**config.mk**
```make
export PLATFORM = sky130hd
export DESIGN_NAME = sample_set_statistics
export DESIGN_NICKNAME = d
export VERILOG_FILES = /design/src/sv/sss_pkg.sv /design/src/sv/sss_accum.sv /design/src/sv/sss_solver.sv /design/src/sv/sample_set_statistics.sv
export SDC_FILE = /design/constraint.sdc
export NUM_CORES = 2
export LEC_CHECK = 0
export BUFFER_PORTS_ARGS = -buffer_cell sky130_fd_sc_hd__buf_2
export CORE_ASPECT_RATIO = 0.5
export CORE_MARGIN = 2
export CORE_UTILIZATION = 35
export CTS_CLUSTER_SIZE = 10
export DETAILED_ROUTE_END_ITERATION = 7
export PLACE_DENSITY = 0.49
export SLEW_MARGIN = 20
export SYNTH_ARGS = -nofsm -noshare
export SYNTH_HDL_FRONTEND = slang
export SYNTH_SLANG_ARGS = --single-unit
```
**constraint.sdc**
```tcl
create_clock -name clk_i -period 13.75 [get_ports clk_i]
set_input_delay 2.75 -clock clk_i [delete_from_list [all_inputs] [get_ports clk_i]]
set_output_delay 2.75 -clock clk_i [all_outputs]
set_load 0.01 [all_outputs]
```
**src/sv/sss_pkg.sv**
```systemverilog
// ----------------------------------------------------------------------------
// sss_pkg
// Shared types and constants of the sample set statistics block.
// ----------------------------------------------------------------------------
package sss_pkg;

  localparam int unsigned SAMPLE_W    = 16;
  localparam int unsigned MEAN_W      = 24;
  localparam int unsigned VAR_W       = 38;
  localparam int unsigned SD_W        = 23;
  localparam int unsigned CNT_W       = 11;
  // variance scaled by 2^16; population variance of 16-bit samples is below 2^30 + 1
  localparam int unsigned VAR16_W     = 47;
  localparam int unsigned SQRT_STEPS  = 24;
  localparam int unsigned IN_TDATA_W  = 16;
  localparam int unsigned OUT_TDATA_W = 136;

  // first member lands in the highest bits
  typedef struct packed {
    logic                       overflow;
    logic [CNT_W-1:0]           sample_count;
    logic [SD_W-1:0]            std_dev;
    logic [VAR_W-1:0]           variance;
    logic signed [MEAN_W-1:0]   mean;
    logic signed [SAMPLE_W-1:0] largest;
    logic signed [SAMPLE_W-1:0] smallest;
  } result_t;

  localparam int unsigned RES_W = $bits(result_t);

endpackage

```
**src/sv/sss_accum.sv**
```systemverilog
// ----------------------------------------------------------------------------
// sss_accum
// Running count, minimum, maximum, sum and sum of squares of the current set.
// ----------------------------------------------------------------------------
module sss_accum #(
  parameter int unsigned MAX_COUNT = 1024
) (
  input  logic                                clk_i,
  input  logic                                rst_ni,
  input  logic                                take_i,
  input  logic [sss_pkg::SAMPLE_W-1:0]        sample_i,
  input  logic                                last_i,
  output logic [$clog2(MAX_COUNT+1)-1:0]      n_o,
  output logic [$clog2(MAX_COUNT+1)+15:0]     sum_o,
  output logic [$clog2(MAX_COUNT+1)+30:0]     sumsq_o,
  output logic [sss_pkg::SAMPLE_W-1:0]        min_o,
  output logic [sss_pkg::SAMPLE_W-1:0]        max_o,
  output logic                                dropped_o
);

  localparam int unsigned CW = $clog2(MAX_COUNT+1);
  localparam int unsigned SW = CW + 16;
  localparam int unsigned QW = CW + 31;
  localparam logic [CW-1:0] MAX_N = CW'(MAX_COUNT);
  localparam logic [sss_pkg::SAMPLE_W-1:0] MIN_RST = 16'h7fff;
  localparam logic [sss_pkg::SAMPLE_W-1:0] MAX_RST = 16'h8000;

  logic [CW-1:0]                   count_q, count_d;
  logic [sss_pkg::SAMPLE_W-1:0]    min_q, min_d, max_q, max_d;
  logic [SW-1:0]                   sum_q, sum_d;
  logic [QW-1:0]                   sumsq_q, sumsq_d;
  logic                            drop_q, drop_d;
  logic signed [31:0]              sq;

  assign sq = $signed(sample_i) * $signed(sample_i);

  always_comb begin
    count_d = count_q;
    min_d   = min_q;
    max_d   = max_q;
    sum_d   = sum_q;
    sumsq_d = sumsq_q;
    drop_d  = drop_q;
    if (count_q < MAX_N) begin
      count_d = count_q + CW'(1);
      if ($signed(sample_i) < $signed(min_q)) begin
        min_d = sample_i;
      end
      if ($signed(sample_i) > $signed(max_q)) begin
        max_d = sample_i;
      end
      sum_d   = sum_q + SW'($signed(sample_i));
      sumsq_d = sumsq_q + QW'($unsigned(sq));
    end else begin
      drop_d = 1'b1;
    end
  end

  assign n_o       = count_d;
  assign sum_o     = sum_d;
  assign sumsq_o   = sumsq_d;
  assign min_o     = min_d;
  assign max_o     = max_d;
  assign dropped_o = drop_d;

  always_ff @(posedge clk_i or negedge rst_ni) begin
    if (!rst_ni) begin
      count_q <= '0;
      min_q   <= MIN_RST;
      max_q   <= MAX_RST;
      sum_q   <= '0;
      sumsq_q <= '0;
      drop_q  <= 1'b0;
    end else if (take_i) begin
      if (last_i) begin
        count_q <= '0;
        min_q   <= MIN_RST;
        max_q   <= MAX_RST;
        sum_q   <= '0;
        sumsq_q <= '0;
        drop_q  <= 1'b0;
      end else begin
        count_q <= count_d;
        min_q   <= min_d;
        max_q   <= max_d;
        sum_q   <= sum_d;
        sumsq_q <= sumsq_d;
        drop_q  <= drop_d;
      end
    end
  end

endmodule

```
**src/sv/sss_solver.sv**
```systemverilog
// ----------------------------------------------------------------------------
// sss_solver
// Closing arithmetic of a set: n^2, n*sumsq - sum^2, two long divisions and an
// integer square root, all on one shared add/subtract unit under a sequencer.
// ----------------------------------------------------------------------------
module sss_solver #(
  parameter int unsigned MAX_COUNT = 1024
) (
  input  logic                                clk_i,
  input  logic                                rst_ni,
  input  logic                                start_i,
  input  logic [$clog2(MAX_COUNT+1)-1:0]      n_i,
  input  logic [$clog2(MAX_COUNT+1)+15:0]     sum_i,
  input  logic [$clog2(MAX_COUNT+1)+30:0]     sumsq_i,
  input  logic [sss_pkg::SAMPLE_W-1:0]        min_i,
  input  logic [sss_pkg::SAMPLE_W-1:0]        max_i,
  input  logic                                dropped_i,
  output logic                                busy_o,
  output logic                                res_valid_o,
  input  logic                                res_ready_i,
  output sss_pkg::result_t                    res_o
);

  localparam int unsigned CW   = $clog2(MAX_COUNT+1);
  localparam int unsigned SW   = CW + 16;
  localparam int unsigned QW   = CW + 31;
  localparam int unsigned N2W  = 2 * CW;
  localparam int unsigned DW   = CW + QW;
  localparam int unsigned AW   = DW + 16;
  localparam int unsigned CNTW = $clog2(AW + 1);
  localparam int unsigned MW   = sss_pkg::MEAN_W;

  typedef enum logic [2:0] {
    S_IDLE,
    S_NSQ,
    S_SUMSQ,
    S_NSUMSQ,
    S_DIVV,
    S_DIVM,
    S_SQRT,
    S_DONE
  } state_e;

  state_e                         st_q, st_d;
  logic [AW-1:0]                  acc_q, acc_d;
  logic [AW-1:0]                  mcand_q, mcand_d;
  logic [AW-1:0]                  mplier_q, mplier_d;
  logic [N2W-1:0]                 dsr_q, dsr_d;
  logic [CNTW-1:0]                cnt_q, cnt_d;
  logic [CW-1:0]                  n_q, n_d;
  logic [SW-1:0]                  abs_q, abs_d;
  logic                           neg_q, neg_d;
  logic [QW-1:0]                  sumsq_q, sumsq_d;
  logic [sss_pkg::SAMPLE_W-1:0]   min_q, min_d, max_q, max_d;
  logic                           drop_q, drop_d;
  logic [sss_pkg::VAR16_W-1:0]    var16_q, var16_d;
  logic [MW-1:0]                  mean_q, mean_d;

  // shared unit
  logic [AW-1:0]                  add_a, add_b;
  logic                           add_sub;
  logic [AW:0]                    add_y;
  logic                           add_ok;
  logic [AW-1:0]                  div_sh;
  logic [MW-1:0]                  mean_mag;

  assign add_y  = {1'b0, add_a} + {1'b0, (add_sub ? ~add_b : add_b)} + (AW+1)'(add_sub);
  assign add_ok = add_y[AW];
  assign div_sh = {acc_q[AW-2:0], mcand_q[AW-1]};
  // a negative mean with a remainder rounds away from zero to floor
  assign mean_mag = mcand_q[MW-1:0] + MW'(neg_q && (acc_q != '0));

  always_comb begin
    add_sub = 1'b0;
    add_a   = acc_q;
    add_b   = mcand_q;
    unique case (st_q)
      S_SUMSQ: add_sub = 1'b1;
      S_DIVV, S_DIVM: begin
        add_sub = 1'b1;
        add_a   = div_sh;
        add_b   = AW'(dsr_q);
      end
      S_SQRT: begin
        add_sub = 1'b1;
        add_b   = mcand_q | mplier_q;
      end
      default: ;
    endcase
  end

  always_comb begin
    st_d     = st_q;
    acc_d    = acc_q;
    mcand_d  = mcand_q;
    mplier_d = mplier_q;
    dsr_d    = dsr_q;
    cnt_d    = cnt_q;
    n_d      = n_q;
    abs_d    = abs_q;
    neg_d    = neg_q;
    sumsq_d  = sumsq_q;
    min_d    = min_q;
    max_d    = max_q;
    drop_d   = drop_q;
    var16_d  = var16_q;
    mean_d   = mean_q;
    unique case (st_q)
      S_IDLE: begin
        if (start_i) begin
          n_d      = n_i;
          neg_d    = sum_i[SW-1];
          abs_d    = sum_i[SW-1] ? (~sum_i + SW'(1)) : sum_i;
          sumsq_d  = sumsq_i;
          min_d    = min_i;
          max_d    = max_i;
          drop_d   = dropped_i;
          acc_d    = '0;
          mcand_d  = AW'(n_i);
          mplier_d = AW'(n_i);
          st_d     = S_NSQ;
        end
      end
      S_NSQ, S_SUMSQ, S_NSUMSQ: begin
        if (mplier_q == '0) begin
          unique case (st_q)
            S_NSQ: begin
              dsr_d    = acc_q[N2W-1:0];
              acc_d    = '0;
              mcand_d  = AW'(abs_q);
              mplier_d = AW'(abs_q);
              st_d     = S_SUMSQ;
            end
            S_SUMSQ: begin
              mcand_d  = AW'(sumsq_q);
              mplier_d = AW'(n_q);
              st_d     = S_NSUMSQ;
            end
            default: begin
              mcand_d = acc_q << 16;
              acc_d   = '0;
              cnt_d   = CNTW'(AW);
              st_d    = S_DIVV;
            end
          endcase
        end else begin
          if (mplier_q[0]) begin
            acc_d = add_y[AW-1:0];
          end
          mcand_d  = mcand_q << 1;
          mplier_d = mplier_q >> 1;
        end
      end
      S_DIVV, S_DIVM: begin
        if (cnt_q == '0) begin
          if (st_q == S_DIVV) begin
            var16_d = mcand_q[sss_pkg::VAR16_W-1:0];
            mcand_d = AW'(abs_q) << 8;
            acc_d   = '0;
            dsr_d   = N2W'(n_q);
            cnt_d   = CNTW'(AW);
            st_d    = S_DIVM;
          end else begin
            mean_d   = neg_q ? ((~mean_mag) + MW'(1)) : mean_mag;
            acc_d    = AW'(var16_q);
            mcand_d  = '0;
            mplier_d = AW'(1) << (sss_pkg::VAR16_W - 1);
            cnt_d    = CNTW'(sss_pkg::SQRT_STEPS);
            st_d     = S_SQRT;
          end
        end else begin
          acc_d   = add_ok ? add_y[AW-1:0] : div_sh;
          mcand_d = {mcand_q[AW-2:0], add_ok};
          cnt_d   = cnt_q - CNTW'(1);
        end
      end
      S_SQRT: begin
        if (cnt_q == '0) begin
          st_d = S_DONE;
        end else begin
          if (add_ok) begin
            acc_d   = add_y[AW-1:0];
            mcand_d = (mcand_q >> 1) | mplier_q;
          end else begin
            mcand_d = mcand_q >> 1;
          end
          mplier_d = mplier_q >> 2;
          cnt_d    = cnt_q - CNTW'(1);
        end
      end
      S_DONE: begin
        if (res_ready_i) begin
          st_d = S_IDLE;
        end
      end
      default: st_d = S_IDLE;
    endcase
  end

  always_ff @(posedge clk_i or negedge rst_ni) begin
    if (!rst_ni) begin
      st_q <= S_IDLE;
    end else begin
      st_q     <= st_d;
      acc_q    <= acc_d;
      mcand_q  <= mcand_d;
      mplier_q <= mplier_d;
      dsr_q    <= dsr_d;
      cnt_q    <= cnt_d;
      n_q      <= n_d;
      abs_q    <= abs_d;
      neg_q    <= neg_d;
      sumsq_q  <= sumsq_d;
      min_q    <= min_d;
      max_q    <= max_d;
      drop_q   <= drop_d;
      var16_q  <= var16_d;
      mean_q   <= mean_d;
    end
  end

  assign busy_o      = (st_q != S_IDLE);
  assign res_valid_o = (st_q == S_DONE);

  always_comb begin
    res_o.smallest     = min_q;
    res_o.largest      = max_q;
    res_o.mean         = mean_q;
    res_o.variance     = var16_q[sss_pkg::VAR_W+7:8];
    res_o.std_dev      = mcand_q[sss_pkg::SD_W-1:0];
    res_o.sample_count = sss_pkg::CNT_W'(n_q);
    res_o.overflow     = drop_q;
  end

  a_start_idle: assert property (@(posedge clk_i) disable iff (!rst_ni)
    start_i |-> st_q == S_IDLE)
    else $error("set closed while solver busy");

  a_div_rem: assert property (@(posedge clk_i) disable iff (!rst_ni)
    (st_q == S_DIVV || st_q == S_DIVM) |-> (dsr_q != '0 && acc_q < AW'(dsr_q)))
    else $error("division remainder out of range");

  a_sqrt_bit: assert property (@(posedge clk_i) disable iff (!rst_ni)
    st_q == S_SQRT |-> $onehot0(mplier_q))
    else $error("square root bit not a single bit");

  a_done_hold: assert property (@(posedge clk_i) disable iff (!rst_ni)
    (st_q == S_DONE && !res_ready_i) |=> (st_q == S_DONE && $stable(mean_q)))
    else $error("result lost before it was taken");

endmodule

```
**src/sv/sample_set_statistics.sv**
```systemverilog
// ----------------------------------------------------------------------------
// sample_set_statistics
// Min, max, mean, population variance and standard deviation per sample set.
// ----------------------------------------------------------------------------
// Samples enter on the s_axis channel, one item per cycle; tlast marks the
// final sample of a set. That item closes the set and the block drops
// s_axis_tready while one shared add/subtract unit works out n^2,
// n*sumsq - sum^2, the variance and mean divisions (one quotient bit a cycle)
// and the square root (one result bit a cycle). The shared unit is AW bits wide,
// with CW = clog2(MAX_COUNT+1) and AW = 2*CW + 47. The result leaves on
// m_axis from an output register, so the next set's samples are taken while
// a result waits; if the receiver still stalls when the following set closes,
// the solver holds its result and s_axis stays stalled. Samples beyond
// MAX_COUNT in a set are ignored and flagged.
// Reset clears the running set and empties the output register.
// ----------------------------------------------------------------------------
module sample_set_statistics #(
  parameter int unsigned MAX_COUNT = 1024
) (
  input  logic                               clk_i,
  input  logic                               rst_ni,
  input  logic                               s_axis_tvalid,
  output logic                               s_axis_tready,
  input  logic [sss_pkg::IN_TDATA_W-1:0]     s_axis_tdata,  // [15:0] sample
  input  logic                               s_axis_tlast,  // last
  output logic                               m_axis_tvalid,
  input  logic                               m_axis_tready,
  // [15:0] smallest, [31:16] largest, [55:32] mean, [93:56] variance,
  // [116:94] std_dev, [127:117] sample_count, [128] overflow, rest zero
  output logic [sss_pkg::OUT_TDATA_W-1:0]    m_axis_tdata
);

  localparam int unsigned CW = $clog2(MAX_COUNT+1);
  localparam int unsigned SW = CW + 16;
  localparam int unsigned QW = CW + 31;

  logic                              busy;
  logic                              take;
  logic                              close;
  logic [CW-1:0]                     acc_n;
  logic [SW-1:0]                     acc_sum;
  logic [QW-1:0]                     acc_sumsq;
  logic [sss_pkg::SAMPLE_W-1:0]      acc_min, acc_max;
  logic                              acc_drop;
  logic                              res_valid, res_ready;
  sss_pkg::result_t                  res;
  logic                              out_valid_q;
  logic [sss_pkg::OUT_TDATA_W-1:0]   out_data_q;

  assign s_axis_tready = !busy;
  assign take          = s_axis_tvalid && s_axis_tready;
  assign close         = take && s_axis_tlast;

  sss_accum #(
    .MAX_COUNT (MAX_COUNT)
  ) u_accum (
    .clk_i     (clk_i),
    .rst_ni    (rst_ni),
    .take_i    (take),
    .sample_i  (s_axis_tdata[sss_pkg::SAMPLE_W-1:0]),
    .last_i    (s_axis_tlast),
    .n_o       (acc_n),
    .sum_o     (acc_sum),
    .sumsq_o   (acc_sumsq),
    .min_o     (acc_min),
    .max_o     (acc_max),
    .dropped_o (acc_drop)
  );

  sss_solver #(
    .MAX_COUNT (MAX_COUNT)
  ) u_solver (
    .clk_i       (clk_i),
    .rst_ni      (rst_ni),
    .start_i     (close),
    .n_i         (acc_n),
    .sum_i       (acc_sum),
    .sumsq_i     (acc_sumsq),
    .min_i       (acc_min),
    .max_i       (acc_max),
    .dropped_i   (acc_drop),
    .busy_o      (busy),
    .res_valid_o (res_valid),
    .res_ready_i (res_ready),
    .res_o       (res)
  );

  assign res_ready = !out_valid_q || m_axis_tready;

  always_ff @(posedge clk_i or negedge rst_ni) begin
    if (!rst_ni) begin
      out_valid_q <= 1'b0;
    end else if (res_valid && res_ready) begin
      out_valid_q <= 1'b1;
    end else if (m_axis_tready) begin
      out_valid_q <= 1'b0;
    end
  end

  always_ff @(posedge clk_i) begin
    if (res_valid && res_ready) begin
      out_data_q <= {(sss_pkg::OUT_TDATA_W - sss_pkg::RES_W)'(0), res};
    end
  end

  assign m_axis_tvalid = out_valid_q;
  assign m_axis_tdata  = out_data_q;

endmodule
```
Yosys cells after proc, flatten, opt, wreduce, memory -nomap -nowiden. Index checks and enable logic that the tools add are counted.

Register bits after elaboration: 667. Bits of input ports: 21.

Eq/ne operators: 21. $add $sub $neg: 9. Multiply operators: 1. Order comparisons: 3. Reductions and logical operators: 29. Bitwise operators: 6. Multiplexer cells: 65.

Operators by type and width (number): 69-bit 2-to-1 mux (19); 69-bit case mux with 4 select lines (3); 69-bit case mux with 2 select lines (3); 16-bit 2-to-1 mux (6); 22-bit 2-to-1 mux (4); 42-bit 2-to-1 mux (2); 69-bit by 69-bit adder with 70-bit output (1); 70-bit by 1-bit adder with 70-bit output (1); 69-bit logical NOT (1); 69-bit NOT (1); 68-bit by 69-bit OR with 69-bit output (1); 69-bit OR (1); 69-bit nonzero test (1); 27-bit 2-to-1 mux (2); 47-bit 2-to-1 mux (1); 22-bit case mux with 2 select lines (1); 42-bit by 32-bit adder with 42-bit output (1); 35-bit 2-to-1 mux (1); 7-bit 2-to-1 mux (5); 16-bit by 16-bit multiplier with 32-bit output (1); 27-bit by 1-bit adder with 27-bit output (second input constant) (1); 27-bit adder (1); 27-bit NOT (1); 26-bit 2-to-1 mux (1); 41 further kinds (74).

Longest topological paths before layout.
Depth after elaboration: 10. Gate-level depth with buffers: 37. Mapped depth without buffers: 36.

Cells and area by module. Synthesis repeated with hierarchy kept, for this count alone.

Cell total of the unflattened synthesis: 4917. Area, all modules: 47754.6 µm².

By module, submodules not included: sss_solver (sequential area each 12056.6 µm², area each 25695.9 µm², cells an instance 2708, instances 1); sss_accum (sequential area each 2847.7 µm², area each 18051.1 µm², cells an instance 2065, instances 1); sample_set_statistics (sequential area each 3898.7 µm², area each 4007.6 µm², cells an instance 144, instances 1).

Worst setup path before layout. Ideal clock, no wire load.

Kind: input to register. Start point: input s_axis_tdata[15] (netlist bit). End point: register u_solver.sumsq_q[41] (data pin). Buffers on the path: 3. Data required time: 13.476 ns. Cell stages on the path: 32. Arrival: 10.768 ns. Library setup time: 0.274 ns. Setup slack: 2.708 ns. Path through: clkbuf_1 inv_1 buf_1 nor2_1 fa_1 inv_1 fa_1 inv_1 fa_1 fa_1 fa_1 inv_1 fa_1 inv_1 ha_1 and4_1 nor4bb_1 o21ai_0 o21ai_0 o31a_1 a311o_1 a21oi_1 xnor2_1 ha_1 and3_1 nand2_1 a211oi_1 a2111oi_0 or2_2 clkbuf_1 nor3_1 xor2_1.

Longest elaborated chain between the ends: 3.

Ends and longest elaborated chain: start, declared (line sample_set_statistics.sv:24) `input logic [sss_pkg::IN_TDATA_W-1:0] s_axis_tdata,`; 16-bit by 16-bit multiplier with 32-bit output (line sss_accum.sv:35) `assign sq = $signed(sample_i) * $signed(sample_i);`; 42-bit by 32-bit adder with 42-bit output (line sss_accum.sv:53) `sumsq_d = sumsq_q + QW'($unsigned(sq));`; 42-bit 2-to-1 mux (line sss_accum.sv:44) `if (count_q < MAX_N) begin`; via acc_sumsq[41] (line sample_set_statistics.sv:42) `logic [QW-1:0] acc_sumsq;`; end signal, assigned (line sss_solver.sv:213) `sumsq_q <= sumsq_d;`; end, declared (line sss_solver.sv:53) `logic [QW-1:0] sumsq_q, sumsq_d;`.

The timed path passes the listed nets, and every way through them passes these cells. A chain may end at the register's enable or synchronous reset.

Final worst setup path.
Start point: input s_axis_tdata[15] (netlist bit). End point: register u_accum.sumsq_q[41].

Longest elaborated chain between the ends: 4.

Ends and longest elaborated chain: 16-bit by 16-bit multiplier with 32-bit output (line sss_accum.sv:35); 42-bit by 32-bit adder with 42-bit output (line sss_accum.sv:53); 42-bit 2-to-1 mux (line sss_accum.sv:44); 42-bit 2-to-1 mux (line sss_accum.sv:75) `if (last_i) begin`; end signal, assigned (line sss_accum.sv:87) `sumsq_q <= sumsq_d;`; end, declared (line sss_accum.sv:31) `logic [QW-1:0] sumsq_q, sumsq_d;`.

Every way passes these cells.

==> impl_metrics.env <==
export IMPL_start_util_pct=35.2
export IMPL_async_flop_share_pct=18.1
export IMPL_yosys_register_bits=645
export IMPL_ant_nets=0
export IMPL_drt_iter0_drc=3920
export IMPL_required_ns=14.29
export IMPL_synthMuxAreaShare_pct=1.90
export IMPL_first_global_vias=36800
export IMPL_pwr_share_seq_pct=18.7
export IMPL_synth_ff_type="edfxtp_1"
export IMPL_post_cts_resize_count=0
export IMPL_synth_top_cell_area_share_pct=33.7
export IMPL_p_sw_mw=6.27
export IMPL_syn_cell_area_mm2=0.0471
export IMPL_ys_top_cells_by_area="edfxtp_1 34%, fa_1 10%, ha_1 6.9%"
export IMPL_grt_usage_pct=22.2
export IMPL_tightest_slew_ns=1.09
export IMPL_finalClockSkew_ns=0.0392
export IMPL_ir_worst_vdd_mv=0.555
export IMPL_cts_buffers=77
export IMPL_status="finished with violations"
export IMPL_path_max_fanout=34
export IMPL_grt_overflow=0
export IMPL_syn_to_final_growth_pct=10.5
export IMPL_synth_edf_count=528
export IMPL_grt_antenna_before_repair=4
export IMPL_clockPowerShare_pct=14.7
export IMPL_grt_max_degree=89
export IMPL_p_sw_share_pct=47.3
export IMPL_synth_area_per_cell_um2=9.89
export IMPL_synthAdderAreaFrac_pct=17.0
export IMPL_core_area_mm2=0.134
export IMPL_leakagePower_nw=21.5
export IMPL_clockBufferDepth=3
export IMPL_synthCells=4765
export IMPL_finalSetupViolations=0
export IMPL_seq_area_frac_synth_pct=39.9
export IMPL_maxCapViolCount=0
export IMPL_viasPerCell=5.52
export IMPL_grtUsageMet2_pct=34.9
export IMPL_grt_pass1_wl_um=234000
export IMPL_dpl_hpwl_um=111000
export IMPL_die_area_mm2=0.138
export IMPL_drtPass1Iterations=8
export IMPL_root_buffer="clkbuf_16"
export IMPL_placed_area_mm2=0.0498
export IMPL_vias=36700
export IMPL_yosys_area_share_simple_pct=11.7
export IMPL_die_h_um=263
export IMPL_postCtsSetupBuffers=0
export IMPL_fmax_ghz=0.0851
export IMPL_fin_area_mm2=0.0521
export IMPL_cts_tree="yes"
export IMPL_min_path_type="register to register"
export IMPL_row_count=95
export IMPL_nNetsFinal=5333
export IMPL_intPower_mw=7.00
export IMPL_cts_sinks=645
export IMPL_drc_errors=1
export IMPL_antennaDiodeCount=0
export IMPL_use_met3_pct=3.96
export IMPL_routabilityCongestion=0.926
export IMPL_grt_use_met1_pct=31.5
export IMPL_wirelength_um=154000
export IMPL_postCtsHoldBufs=0
export IMPL_die_w_um=523
export IMPL_drv_slew=0
export IMPL_cp_start_kind="primary input"
export IMPL_whs_ns=0.397
export IMPL_synth_xor_area_share_pct=5.71
export IMPL_synth_top_family_by_area="compound AO/OA/AOI/OAI gates"
export IMPL_fin_crit_ns=11.75
export IMPL_yosys_warnings=0
export IMPL_cp_end_kind="register"
export IMPL_cpPeakStageDelay_ns=0.64
export IMPL_post_route_period_util_pct=85.5
export IMPL_path_clk_slew_ns=0.08
export IMPL_timing_worst_setup_path_type="primary input to register"
export IMPL_yosysUniqueCellTypes=88
export IMPL_fin_setup_tns_ns=0
export IMPL_powerDensity_mw_per_mm2=255
export IMPL_avgRoutedWirePerCell_um=23.1
export IMPL_synth_area_leader_cell="edfxtp_1"
export IMPL_drive_gt1_share_pct=8.81
export IMPL_max_slew_margin_pct=26.7
export IMPL_crit_path_top_delay_cell="buf_2"
export IMPL_insertion_delay_ns=0.69
export IMPL_grt_busiest_layer="met2"
export IMPL_port_buffer_count=151
export IMPL_synth_compound_area_share_pct=17.5
export IMPL_cts_htree_levels=3
export IMPL_combPwrFrac_pct=66.6
export IMPL_worstPathArrival_ns=12.30
export IMPL_final_hold_viol_count=0
export IMPL_violations="design-rule violations"
export IMPL_io_pins=159
export IMPL_rsz0062_at_grt="no"
[placed cells by master (no fill, tap or decap), types with 64 or more instances in the layout]
| master | n |
|---|---|
| edfxtp_1 | 528 |
| a21oi_1 | 273 |
| buf_4 | 64 |
| nor2_1 | 187 |
| buf_2 | 150 |
| dfrtp_1 | 100 |
| xor2_1 | 81 |
| nand2_1 | 627 |
| clkbuf_16 | 81 |
| inv_1 | 503 |
| ha_1 | 259 |
| fa_1 | 239 |
| xnor2_1 | 226 |
| a21o_1 | 100 |
| o21ai_0 | 352 |
[layer usage]
metal / share of wire (%) / vias up
met5: 0.0085 / -
met4: 2.5 / 2
met3: 6.7 / 208
met2: 45 / 1308
met1: 46 / 18200
li1: - / 17000
[per-stage QoR]
step	util (%)	std cells	worst slack (ns)	total power, mW
floorplan	-	4771	2.71	8.95
global placement	37.2	6528	1.46	11.2
detailed placement	37.2	6528	1.27	11.3
CTS	38.8	6651	1.97	13.4
global route	38.9	6652	1.49	14.6
finish	38.9	6652	2.00	13.3
[path summary, 6_finish.rpt]
kind	slack [ns]	cells after the start	start	to
worst max-delay path	2.00	36	s_axis_tdata[15]	u_accum.sumsq_q[41]
worst min register to register	0.40	0	u_solver.min_q[9]	m_axis_tdata[9]
worst min-delay path	0.40	0	u_solver.min_q[9]	m_axis_tdata[9]
max in group asynchronous	10.68	2	rst_ni	u_accum.count_q[10]
min in group asynchronous	2.01	1	rst_ni	u_accum.max_q[5]
worst max register to register	5.45	21	u_solver.st_q[0]	u_solver.acc_q[30]
[layout make-up]
class | instances | area [um^2]
Clock buffer | 111 | 2140
Clock inverter | 12 | 105
Fill cell | 13300 | 81900
Inverter | 505 | 1900
Multi-Input combinational cell | 3368 | 25600
Sequential cell | 645 | 18800
Tap cell | 1794 | 2240
Timing Repair Buffer | 217 | 1290
[cells by family after synthesis]
| kind of cell | count (synthesis) |
|---|---|
| XOR/XNOR | 307 |
| multiplexers | 85 |
| AND/OR/NAND/NOR | 1223 |
| adder cells (fa/ha/maj) | 498 |
| AO/OA/AOI/OAI | 1248 |
| flip-flops | 645 |
| other | 1 |
| buffers and inverters | 758 |
[critical path, delay by kind of cell]
family                   cells  cell delay [ns]
AND/OR/NAND/NOR              7             1.40
XOR/XNOR                     2             0.22
buffers and inverters        7             1.59
AO/OA/AOI/OAI               12             2.70
adder cells (fa/ha/maj)      8             3.62
[synth_stat cells (56+ instances only)]
master,number
and2_1,66
nand2_1,630
clkbuf_1,213
o21ai_0,352
ha_1,259
a222oi_1,56
dfrtp_1,101
inv_1,503
a21o_1,100
nor2_1,197
a22o_1,56
edfxtp_1,528
fa_1,239
xnor2_1,226
a21oi_1,275
a22oi_1,60
xor2_1,81
[sequential cells by signal (all words and copies together), names as in the netlist, 16 cells and up]
name	cells
u_accum.sum_q	27
u_solver.mplier_q	47
u_accum.min_q	16
u_solver.mean_q	24
u_solver.min_q	16
u_accum.sumsq_q	42
u_solver.max_q	16
u_accum.max_q	16
u_solver.abs_q	27
u_solver.dsr_q	22
u_solver.var16_q	47
m_axis_tdata	129
u_solver.sumsq_q	42
u_solver.mcand_q	69
u_solver.acc_q	69
[power groups by stage]
stage	logic, mW	registers [mW]	clock network [mW]
after floorplan	6.47	2.49	0
after global placement	8.69	2.52	0
after detailed placement	8.82	2.52	0
after CTS	8.87	2.48	2.01
after global routing	10.0	2.48	2.08
final	8.84	2.48	1.95
Power figures use the tool's default switching activity.
